==> config.mk <==
export PLATFORM = sky130hd
export DESIGN_NAME = sfcr_ctrl
export DESIGN_NICKNAME = d
export VERILOG_FILES = /design/src/rtl/sfcr_pkg.sv /design/src/rtl/sfcr_ctrl.sv
export SDC_FILE = /design/constraint.sdc
export NUM_CORES = 1
export LEC_CHECK = 0
export BUFFER_PORTS_ARGS = -buffer_cell sky130_fd_sc_hd__buf_2
export CAP_MARGIN = 20
export CORE_UTILIZATION = 45
export DETAILED_ROUTE_END_ITERATION = 12
export PLACE_DENSITY = 0.71
export SLEW_MARGIN = 20
export SYNTH_ARGS = -nofsm -noshare
export SYNTH_HDL_FRONTEND = slang
export SYNTH_SLANG_ARGS = --single-unit
export TNS_END_PERCENT = 50
==> constraint.sdc <==
create_clock -name i_clk -period 3.05 [get_ports i_clk]
set_clock_uncertainty 0.15 [all_clocks]
set_input_delay 0 -clock i_clk [delete_from_list [all_inputs] [get_ports i_clk]]
set_output_delay 0 -clock i_clk [all_outputs]
set_load 0.01 [all_outputs]
==> src/rtl/sfcr_pkg.sv <==
// Package for the SPI flash command responder: command codes, item kinds,
// reset constants and the array access command struct. No dependencies.
package sfcr_pkg;

    localparam logic [1:0] KIND_XFER = 2'd0;
    localparam logic [1:0] KIND_CS   = 2'd1;
    localparam logic [1:0] KIND_LOAD = 2'd2;

    localparam logic [7:0] CMD_WREN      = 8'h06;
    localparam logic [7:0] CMD_WRDI      = 8'h04;
    localparam logic [7:0] CMD_RDID      = 8'h9F;
    localparam logic [7:0] CMD_READ      = 8'h03;
    localparam logic [7:0] CMD_FAST_READ = 8'h0B;
    localparam logic [7:0] CMD_DP        = 8'hB9;
    localparam logic [7:0] CMD_RES       = 8'hAB;

    localparam logic [23:0] JEDEC_RESET = 24'h205012;
    localparam logic [2:0]  COUNT_MAX   = 3'd7;

    typedef struct packed {
        logic wr_en;
        logic rd_en;
    } t_mem_cmd;

endpackage

==> src/rtl/sfcr_ctrl.sv <==
// Command decoder, protocol state and output register of the responder.
// Depends on sfcr_pkg; drives the array in sfcr_array.
module sfcr_ctrl #(
    parameter int ADDR_W = 18
) (
    input  logic                  i_clk,
    input  logic                  i_rst_n,
    input  logic                  i_valid,
    output logic                  o_stall,
    input  logic [1:0]            i_kind,
    input  logic [7:0]            i_byte_value,
    input  logic [17:0]           i_load_address,
    input  logic                  i_cfg_wr_en,
    input  logic [23:0]           i_cfg_wr_data,
    output sfcr_pkg::t_mem_cmd    o_mem_cmd,
    output logic [ADDR_W-1:0]     o_mem_addr,
    output logic [7:0]            o_mem_wdata,
    input  logic [7:0]            i_mem_rdata,
    output logic                  o_valid,
    input  logic                  i_stall,
    output logic [7:0]            o_read_data,
    output logic                  o_write_enabled,
    output logic                  o_asleep
);

    typedef enum logic [2:0] {
        PH_CMD   = 3'd0,
        PH_IDLE  = 3'd1,
        PH_DEEP  = 3'd2,
        PH_ID    = 3'd3,
        PH_ADDR  = 3'd4,
        PH_ADDRF = 3'd5,
        PH_DUMMY = 3'd6,
        PH_READ  = 3'd7
    } t_phase;

    t_phase              r_phase, n_phase;
    logic                r_latch, n_latch;
    logic [2:0]          r_count, n_count;
    logic [ADDR_W-1:0]   r_addr, n_addr;
    logic [23:0]         r_jedec;
    logic                r_valid;
    logic [7:0]          r_data, n_data;
    logic                r_from_mem, n_from_mem;
    logic                w_accept;
    sfcr_pkg::t_mem_cmd  w_cmd;
    logic [ADDR_W-1:0]   w_shift_addr;

    assign o_stall  = r_valid && i_stall;
    assign w_accept = i_valid && !o_stall;
    assign w_shift_addr = ADDR_W'({r_addr, i_byte_value});

    always_comb begin
        n_phase    = r_phase;
        n_latch    = r_latch;
        n_count    = r_count;
        n_addr     = r_addr;
        n_data     = 8'd0;
        n_from_mem = 1'b0;
        w_cmd      = '0;
        if (w_accept) begin
            unique case (i_kind)
                sfcr_pkg::KIND_XFER: begin
                    if (r_phase == PH_DEEP) begin
                        if (i_byte_value == sfcr_pkg::CMD_RES) begin
                            n_phase = PH_IDLE;
                        end
                    end else begin
                        unique case (r_phase)
                            PH_CMD: begin
                                unique case (i_byte_value)
                                    sfcr_pkg::CMD_WREN: begin
                                        n_latch = 1'b1;
                                        n_phase = PH_IDLE;
                                    end
                                    sfcr_pkg::CMD_WRDI: begin
                                        n_latch = 1'b0;
                                        n_phase = PH_IDLE;
                                    end
                                    sfcr_pkg::CMD_RDID:      n_phase = PH_ID;
                                    sfcr_pkg::CMD_READ:      n_phase = PH_ADDR;
                                    sfcr_pkg::CMD_FAST_READ: n_phase = PH_ADDRF;
                                    sfcr_pkg::CMD_DP:        n_phase = PH_DEEP;
                                    default: ;
                                endcase
                            end
                            PH_ADDR, PH_ADDRF: begin
                                if (r_count == 3'd1) begin
                                    n_addr = ADDR_W'(i_byte_value);
                                end else if (r_count == 3'd2 || r_count == 3'd3) begin
                                    n_addr = w_shift_addr;
                                end
                                if (r_count == 3'd3) begin
                                    n_phase = (r_phase == PH_ADDR) ? PH_READ : PH_DUMMY;
                                end
                            end
                            PH_DUMMY: n_phase = PH_READ;
                            PH_READ: begin
                                w_cmd.rd_en = 1'b1;
                                n_from_mem  = 1'b1;
                                n_addr      = r_addr + ADDR_W'(1);
                            end
                            PH_ID: begin
                                if (r_count == 3'd1) begin
                                    n_data = r_jedec[23:16];
                                end else if (r_count == 3'd2) begin
                                    n_data = r_jedec[15:8];
                                end else if (r_count == 3'd3) begin
                                    n_data  = r_jedec[7:0];
                                    n_phase = PH_IDLE;
                                end
                            end
                            default: ;
                        endcase
                        if (r_count != sfcr_pkg::COUNT_MAX) begin
                            n_count = r_count + 3'd1;
                        end
                    end
                end
                sfcr_pkg::KIND_CS: begin
                    if (r_phase != PH_DEEP) begin
                        n_phase = PH_CMD;
                    end
                    n_count = 3'd0;
                end
                sfcr_pkg::KIND_LOAD: w_cmd.wr_en = 1'b1;
                default: ;
            endcase
        end
    end

    assign o_mem_cmd   = w_cmd;
    assign o_mem_addr  = w_cmd.wr_en ? ADDR_W'(i_load_address) : r_addr;
    assign o_mem_wdata = i_byte_value;

    always_ff @(posedge i_clk) begin
        if (!i_rst_n) begin
            r_phase    <= PH_IDLE;
            r_latch    <= 1'b0;
            r_count    <= 3'd0;
            r_addr     <= '0;
            r_jedec    <= sfcr_pkg::JEDEC_RESET;
            r_valid    <= 1'b0;
            r_from_mem <= 1'b0;
        end else begin
            if (i_cfg_wr_en) begin
                r_jedec <= i_cfg_wr_data;
            end
            if (w_accept) begin
                r_phase    <= n_phase;
                r_latch    <= n_latch;
                r_count    <= n_count;
                r_addr     <= n_addr;
                r_valid    <= 1'b1;
                r_from_mem <= n_from_mem;
            end else if (!i_stall) begin
                r_valid    <= 1'b0;
                r_from_mem <= 1'b0;
            end
        end
    end

    always_ff @(posedge i_clk) begin
        if (w_accept) begin
            r_data <= n_data;
        end
    end

    assign o_valid         = r_valid;
    assign o_read_data     = r_from_mem ? i_mem_rdata : r_data;
    assign o_write_enabled = r_latch;
    assign o_asleep        = (r_phase == PH_DEEP);

    a_no_rw_overlap: assert property (@(posedge i_clk) disable iff (!i_rst_n)
        !(w_cmd.wr_en && w_cmd.rd_en))
        else $error("array read and write in the same cycle");

    a_mem_word_valid: assert property (@(posedge i_clk) disable iff (!i_rst_n)
        r_from_mem |-> r_valid)
        else $error("array data selected without a valid word");

    a_asleep_quiet: assert property (@(posedge i_clk) disable iff (!i_rst_n)
        (r_valid && o_asleep) |-> (o_read_data == 8'd0))
        else $error("data returned while in deep power-down");

    a_deep_from_cmd: assert property (@(posedge i_clk) disable iff (!i_rst_n)
        (r_phase == PH_DEEP && $past(r_phase) != PH_DEEP) |-> $past(r_phase) == PH_CMD)
        else $error("deep power-down entered outside command decode");

endmodule

======== Word level (Yosys, flattened, before mapping) ========
Index checks and enable logic that the tools add are counted.
cells by class
  add/subtract/negate cells ............... 2
  equal/unequal tests ..................... 32
  mux-type cells .......................... 31
  bitwise operators ....................... 3
  reductions and logical operators ........ 16
operators with widths
  kind                     number
  $mux W18                 3
  $pmux W18 S2             1
  $mux W8                  4
  $mux W3                  9
  $eq A8 B8 Y1 const B     3
  $add A18 B1 Y18 const B  1
  $eq A8 B3 Y1 const B     2
  $ne A4 B4 Y1 const B     4
  $pmux W3 S5              1
  $eq A3 B2 Y1 const B     4
  $eq A3 B3 Y1 const B     4
  $pmux W3 S2              2
  $pmux W3 S4              1
  $reduce_and A10 Y1       1
  $reduce_and A5 Y1        2
  $ne A3 B3 Y1 const B     3
  $eq A8 B2 Y1 const B     1
  $eq A8 B4 Y1 const B     1
  $mux W1                  8
  $ne A8 B4 Y1 const B     1
  $ne A2 B2 Y1 const B     3
  $ne A6 B2 Y1 const B     1
  $reduce_bool A2 Y1       3
  $reduce_and A4 Y1        1
  other kinds (16)         20
word-level totals
  register bits after elaboration ......... 59
  bits of input ports ..................... 65
  output and inout bits ................... 40
  logic and storage cells ................. 92

======== Depth between registers and ports, before layout ========
  depth in word-level cells ............... 7
  gate-level depth with buffers ........... 9
  mapped depth without buffers ............ 7

======== Least setup slack after synthesis ========
Ideal clock, no wire load.
  kind .................................... register to register
  start point ............................. register r_count[1]
  end point ............................... register r_addr[9]
  library setup time ...................... 0.123 ns
  arrival ................................. 1.728 ns
  data required time ...................... 2.777 ns
  setup slack ............................. 1.049 ns
  cell stages (with the launch flop) ...... 10
  path buffers ............................ 2
  clock period less this slack ............ 2.001 ns
  path through ............................ dfxtp_1 -> inv_1 -> ha_1 -> clkbuf_1 -> nor2_1 -> o31ai_1 -> nand4_1 -> clkbuf_1 -> a221oi_1 -> nor2_1
on the way
  longest elaborated chain between the ends .. 4
  elaborated cells on any way between the ends .. 8
  those cells by class .................... eq/ne: 4; mux: 2; reduce/logical: 2
RTL lines
  item                         line              text
  start: declaration           sfcr_ctrl.sv:39   logic [2:0] r_count, n_count;
  start signal: assignment     sfcr_ctrl.sv:152  r_count <= n_count;
  $eq A3 B2 Y1                 sfcr_ctrl.sv:90   end else if (r_count == 3'd2 || r_count == 3'd3) begin
  $logic_or A1 B1 Y1           sfcr_ctrl.sv:90
  $ne A3 B3 Y1 (no line)       -
  $reduce_and A5 Y1 (no line)  -
  end signal: assignment       sfcr_ctrl.sv:153  r_addr <= n_addr;
  end: declaration             sfcr_ctrl.sv:40   logic [ADDR_W-1:0] r_addr, n_addr;
Parallel ways exist; a longest one is shown, timed or not.
A chain may end at the register's enable or synchronous reset.

======== Final worst setup path ========
  start point ............................. input port i_stall
  end point ............................... output port o_mem_addr[11]
on the way
  longest elaborated chain between the ends .. 5
RTL lines
  item                 line              text
  start: declaration   sfcr_ctrl.sv:20   input logic i_stall,
  $logic_and A1 B1 Y1  sfcr_ctrl.sv:49   assign o_stall = r_valid && i_stall;
  $logic_not A1 Y1     sfcr_ctrl.sv:50   assign w_accept = i_valid && !o_stall;
  $logic_and A1 B1 Y1  sfcr_ctrl.sv:50
  named net w_accept   sfcr_ctrl.sv:45   logic w_accept;
  $mux W2              sfcr_ctrl.sv:61   if (w_accept) begin
  $mux W18             sfcr_ctrl.sv:133  assign o_mem_addr = w_cmd.wr_en ? ADDR_W'(i_load_address) : r_addr;
  end: declaration     sfcr_ctrl.sv:16   output logic [ADDR_W-1:0] o_mem_addr,
The timed path passes the listed nets, and every way through them passes these cells.

==> reports/results.tsv <==
stage	metric	value	unit
setup_path	critPathMaxStageDelay	0.54	ns
synthesis	ys_ff_latch	59	
timing	tns	0	ns
synthesis	syn_nets	525	
global_routing	grt_util_all_layers	0.239	
power	p_per_area	388	nW/µm²
global_routing	grt_max_degree	38	
timing	fmax	394	MHz
floorplanning	io-pin-count	105	
global_routing	grt_first_pass_wirelength	16.1	mm
routing	wl_per_cell	14.5	µm
finish	fin_util	0.601	
synthesis	synth_area_per_cell	7.89	µm²
clock_tree	cts-resized-gates	0	
clock_tree	clock_path_buffers	2	
power	ir_drop	342	µV
synthesis	yosysUniqueCellTypes	64	
floorplanning	die_w	91.2	µm
routing	drt_iter0_drc	285	
routing	drt-total-wl	9.90	mm
setup_path	crit_arrival	2.39	ns
outcome	run_status	finished clean	
timing	tightest_slew	0.744	ns
setup_path	end_kind	output port	
timing	grt_setup_unrepaired	false	
finish	diodes	0	
finish	multi_input_area	2040	µm²
timing	hold-worst-slack	0.0210	ns
clock_tree	clk_pin_slew	0.06	ns
finish	regArea	1260	µm²
clock_tree	cts.sinks	59	
min_path	hp-class	input port to flip-flop	
setup_path	cp_top_family	buffers and inverters	
routing	avgViaCountPerCell	5.43	
floorplanning	die-area	8320	µm²
synthesis	synth_edf_count	8	
timing	hold_violations	0	
placement	gp_congestion	0.806	
setup_path	critPathBufInv	6	
floorplanning	core	7730	µm²
clock_tree	cts_tree	done	
synthesis	synth_mux_area_frac	0.101	
clock_tree	htree_levels	3	
power	p_leak	2.09	nW
finish	drive_above_1_share	0.251	
setup_path	crit_fanout	20	
setup_path	cp_cell_sequence	dlygate4sd3_1, buf_2, a21bo_2, inv_1, nand3b_1, buf_4, inv_1, nand2_1, o21ai_0, buf_2	
finish	areaGrowthSynthToFinish	29.6	%
timing	slew_viol_final	0	
setup_path	required	2.90	ns
floorplanning	rows	32	
synthesis	synth_xor_area_frac	0.00244	
timing	relSlewSlack	0.504	
finish	final_nets	647	
power	power	1.80	mW
synthesis	synth_compound_area_frac	0.183	
floorplanning	die_h	91.2	µm
global_routing	antenna_found_initial	0	
synthesis	async_flop_share	0	
floorplanning	initial_utilization	0.464	
routing	drc_errors	0	
timing	post-route-period-util	0.831	
synthesis	ys_warn_count	0	
timing	fin_crit	2.54	ns
job	cap_violations	0	
global_routing	grt_pass1_vias	3476	
placement	port_buffers	104	
synthesis	synthFlopType	dfxtp_1	
setup_path	slowest_stage	dlygate4sd3_1	
setup_path	critPathLaunchType	input port	
routing	final_antenna_net_count	0	
clock_tree	numCtsBuffers	9	
synthesis	post_synth_instance_area	3580	µm²
routing	vias	3711	
synthesis	yosysSeqAreaShare	0.352	
clock_tree	cts-root-buf	clkbuf_8	
routing	drt-pass1-iter-count	5	
setup_path	critical_path_class	input port to output port	
timing	setup_violations	0	
clock_tree	clock_latency	0.34	ns
finish	n_fill_cell	649	
synthesis	synth_top_family_by_area	simple AND/OR/NAND/NOR gates	
placement	dp_hpwl	6.48	mm
synthesis	synthCells	454	
synthesis	synth-simple-area-share	0.262	
synthesis	synth-adder-area-share	0.0209	
global_routing	grt_overflow_total	0	
-- registers in the layout, indices dropped and copies added, names as in the netlist --
name / cells
o_valid: 1
r_data: 8
o_write_enabled: 1
r_addr: 18
r_count: 3
r_from_mem: 1
r_jedec: 24
r_phase: 3
-- metal layers --
| layer | track usage | vias to the layer above | wire length, µm |
|---|---|---|---|
| li1 | - | 1845 | - |
| met1 | 0.301 | 1740 | 4330 |
| met2 | 0.406 | 114 | 4820 |
| met3 | 0.0427 | 12 | 602 |
| met4 | 0.0952 | 0 | 142 |
| met5 | 0 | - | 0 |
-- cells by family (layout without fill, tap and decap cells) --
kind of cell / Yosys count / count (layout)
fa+ha+maj: 6 / 6
flops: 59 / 59
simple gates: 203 / 203
buf+inv: 52 / 179
compound gates: 98 / 98
xor+xnor: 1 / 1
mux: 35 / 35
-- area by class of cell --
cell class,count,share of cell area
Timing Repair Buffer,149,0.207
Clock buffer,12,0.0334
Multi-Input combinational cell,343,0.439
Clock inverter,4,0.0108
Tap cell,102,0.0275
Sequential cell,59,0.271
Inverter,14,0.0113
-- power by group --
group	internal (mW)	switching (mW)	leakage (nW)	total, mW
Combinational	0.120	0.115	1.49	0.236
Clock	0.421	0.316	0.0986	0.737
Sequential	0.814	0.0182	0.498	0.832
Total	1.35	0.449	2.09	1.80
-- timing repair --
item                      4_1_cts  5_1_grt
hold endpoints to repair       41        0
hold buffers                   41        0
setup buffers                   0        0
-- per-stage QoR --
step                setup WS, ns  cell area (µm²)  instances
floorplan                   1.05             3580        454
global placement           0.696             4030        626
detailed placement         0.607             4030        626
CTS                        0.527             4650        683
global route               0.281             4650        683
finish                     0.514             4650        683
-- layout by cell type, fill, tap and decap left out, drive strengths merged, types with 2 or more instances in the layout --
cell         netlist  layout
mux2               8       8
a32o               2       2
a21boi             2       2
a22oi             10      10
nor3b              2       2
ha                 6       6
nor2              48      48
and2               3       3
mux2i             27      27
a31o               2       2
clkinvlp           0       2
a22o               2       2
and3               4       4
nand2            102     102
nor3               6       6
nand3              8       8
and3b              2       2
nand4              6       6
or3                2       2
a21oi             22      22
o2111ai            2       2
a311oi             4       4
nand3b             3       3
edfxtp             8       8
o21ai             25      25
a221oi             3       3
o21a               4       4
buf               17     108
dlygate4sd3        0      41
nand2b             4       4
nor4               6       6
inv               14      14
o31ai              4       4
dfxtp             51      51
and4               3       3
clkbuf            20      12
a31oi              5       5
or3b               2       2
-- worst paths after layout --
path	startpoint	endpoint	slack [ns]	cells past startpoint
min	i_kind[1]	r_phase[2]	0.02	4
max	i_stall	o_mem_addr[11]	0.51	10
max reg2reg	r_count[1]	r_addr[11]	0.56	7
min reg2reg	o_write_enabled	o_write_enabled	0.35	2
-- tightest hold or removal path, cell delays in order --
cell and delay [ns]:
buf_2 0.13, nand2b_1 0.17, nand2_1 0.07, a311oi_1 0.08
-- cell usage after synthesis (all sizes together), types with 3 or more instances --
cell type	count	share of area
nand3b	3	0.0063
nand4	6	0.012
buf	17	0.035
o21a	4	0.0084
a221oi	3	0.0073
a311oi	4	0.0098
a31oi	5	0.0087
a22oi	10	0.021
mux2i	27	0.075
ha	6	0.021
clkbuf	20	0.027
and4	3	0.0077
nand2	102	0.11
and2	3	0.0052
o21ai	25	0.035
and3	4	0.0084
nor3	6	0.0084
nand2b	4	0.0070
o31ai	4	0.0084
a21oi	22	0.032
nor4	6	0.012
dfxtp	51	0.28
edfxtp	8	0.067
inv	14	0.015
nor2	48	0.050
mux2	8	0.025
nand3	8	0.011
No activity file was read; power rests on OpenSTA's default activity.
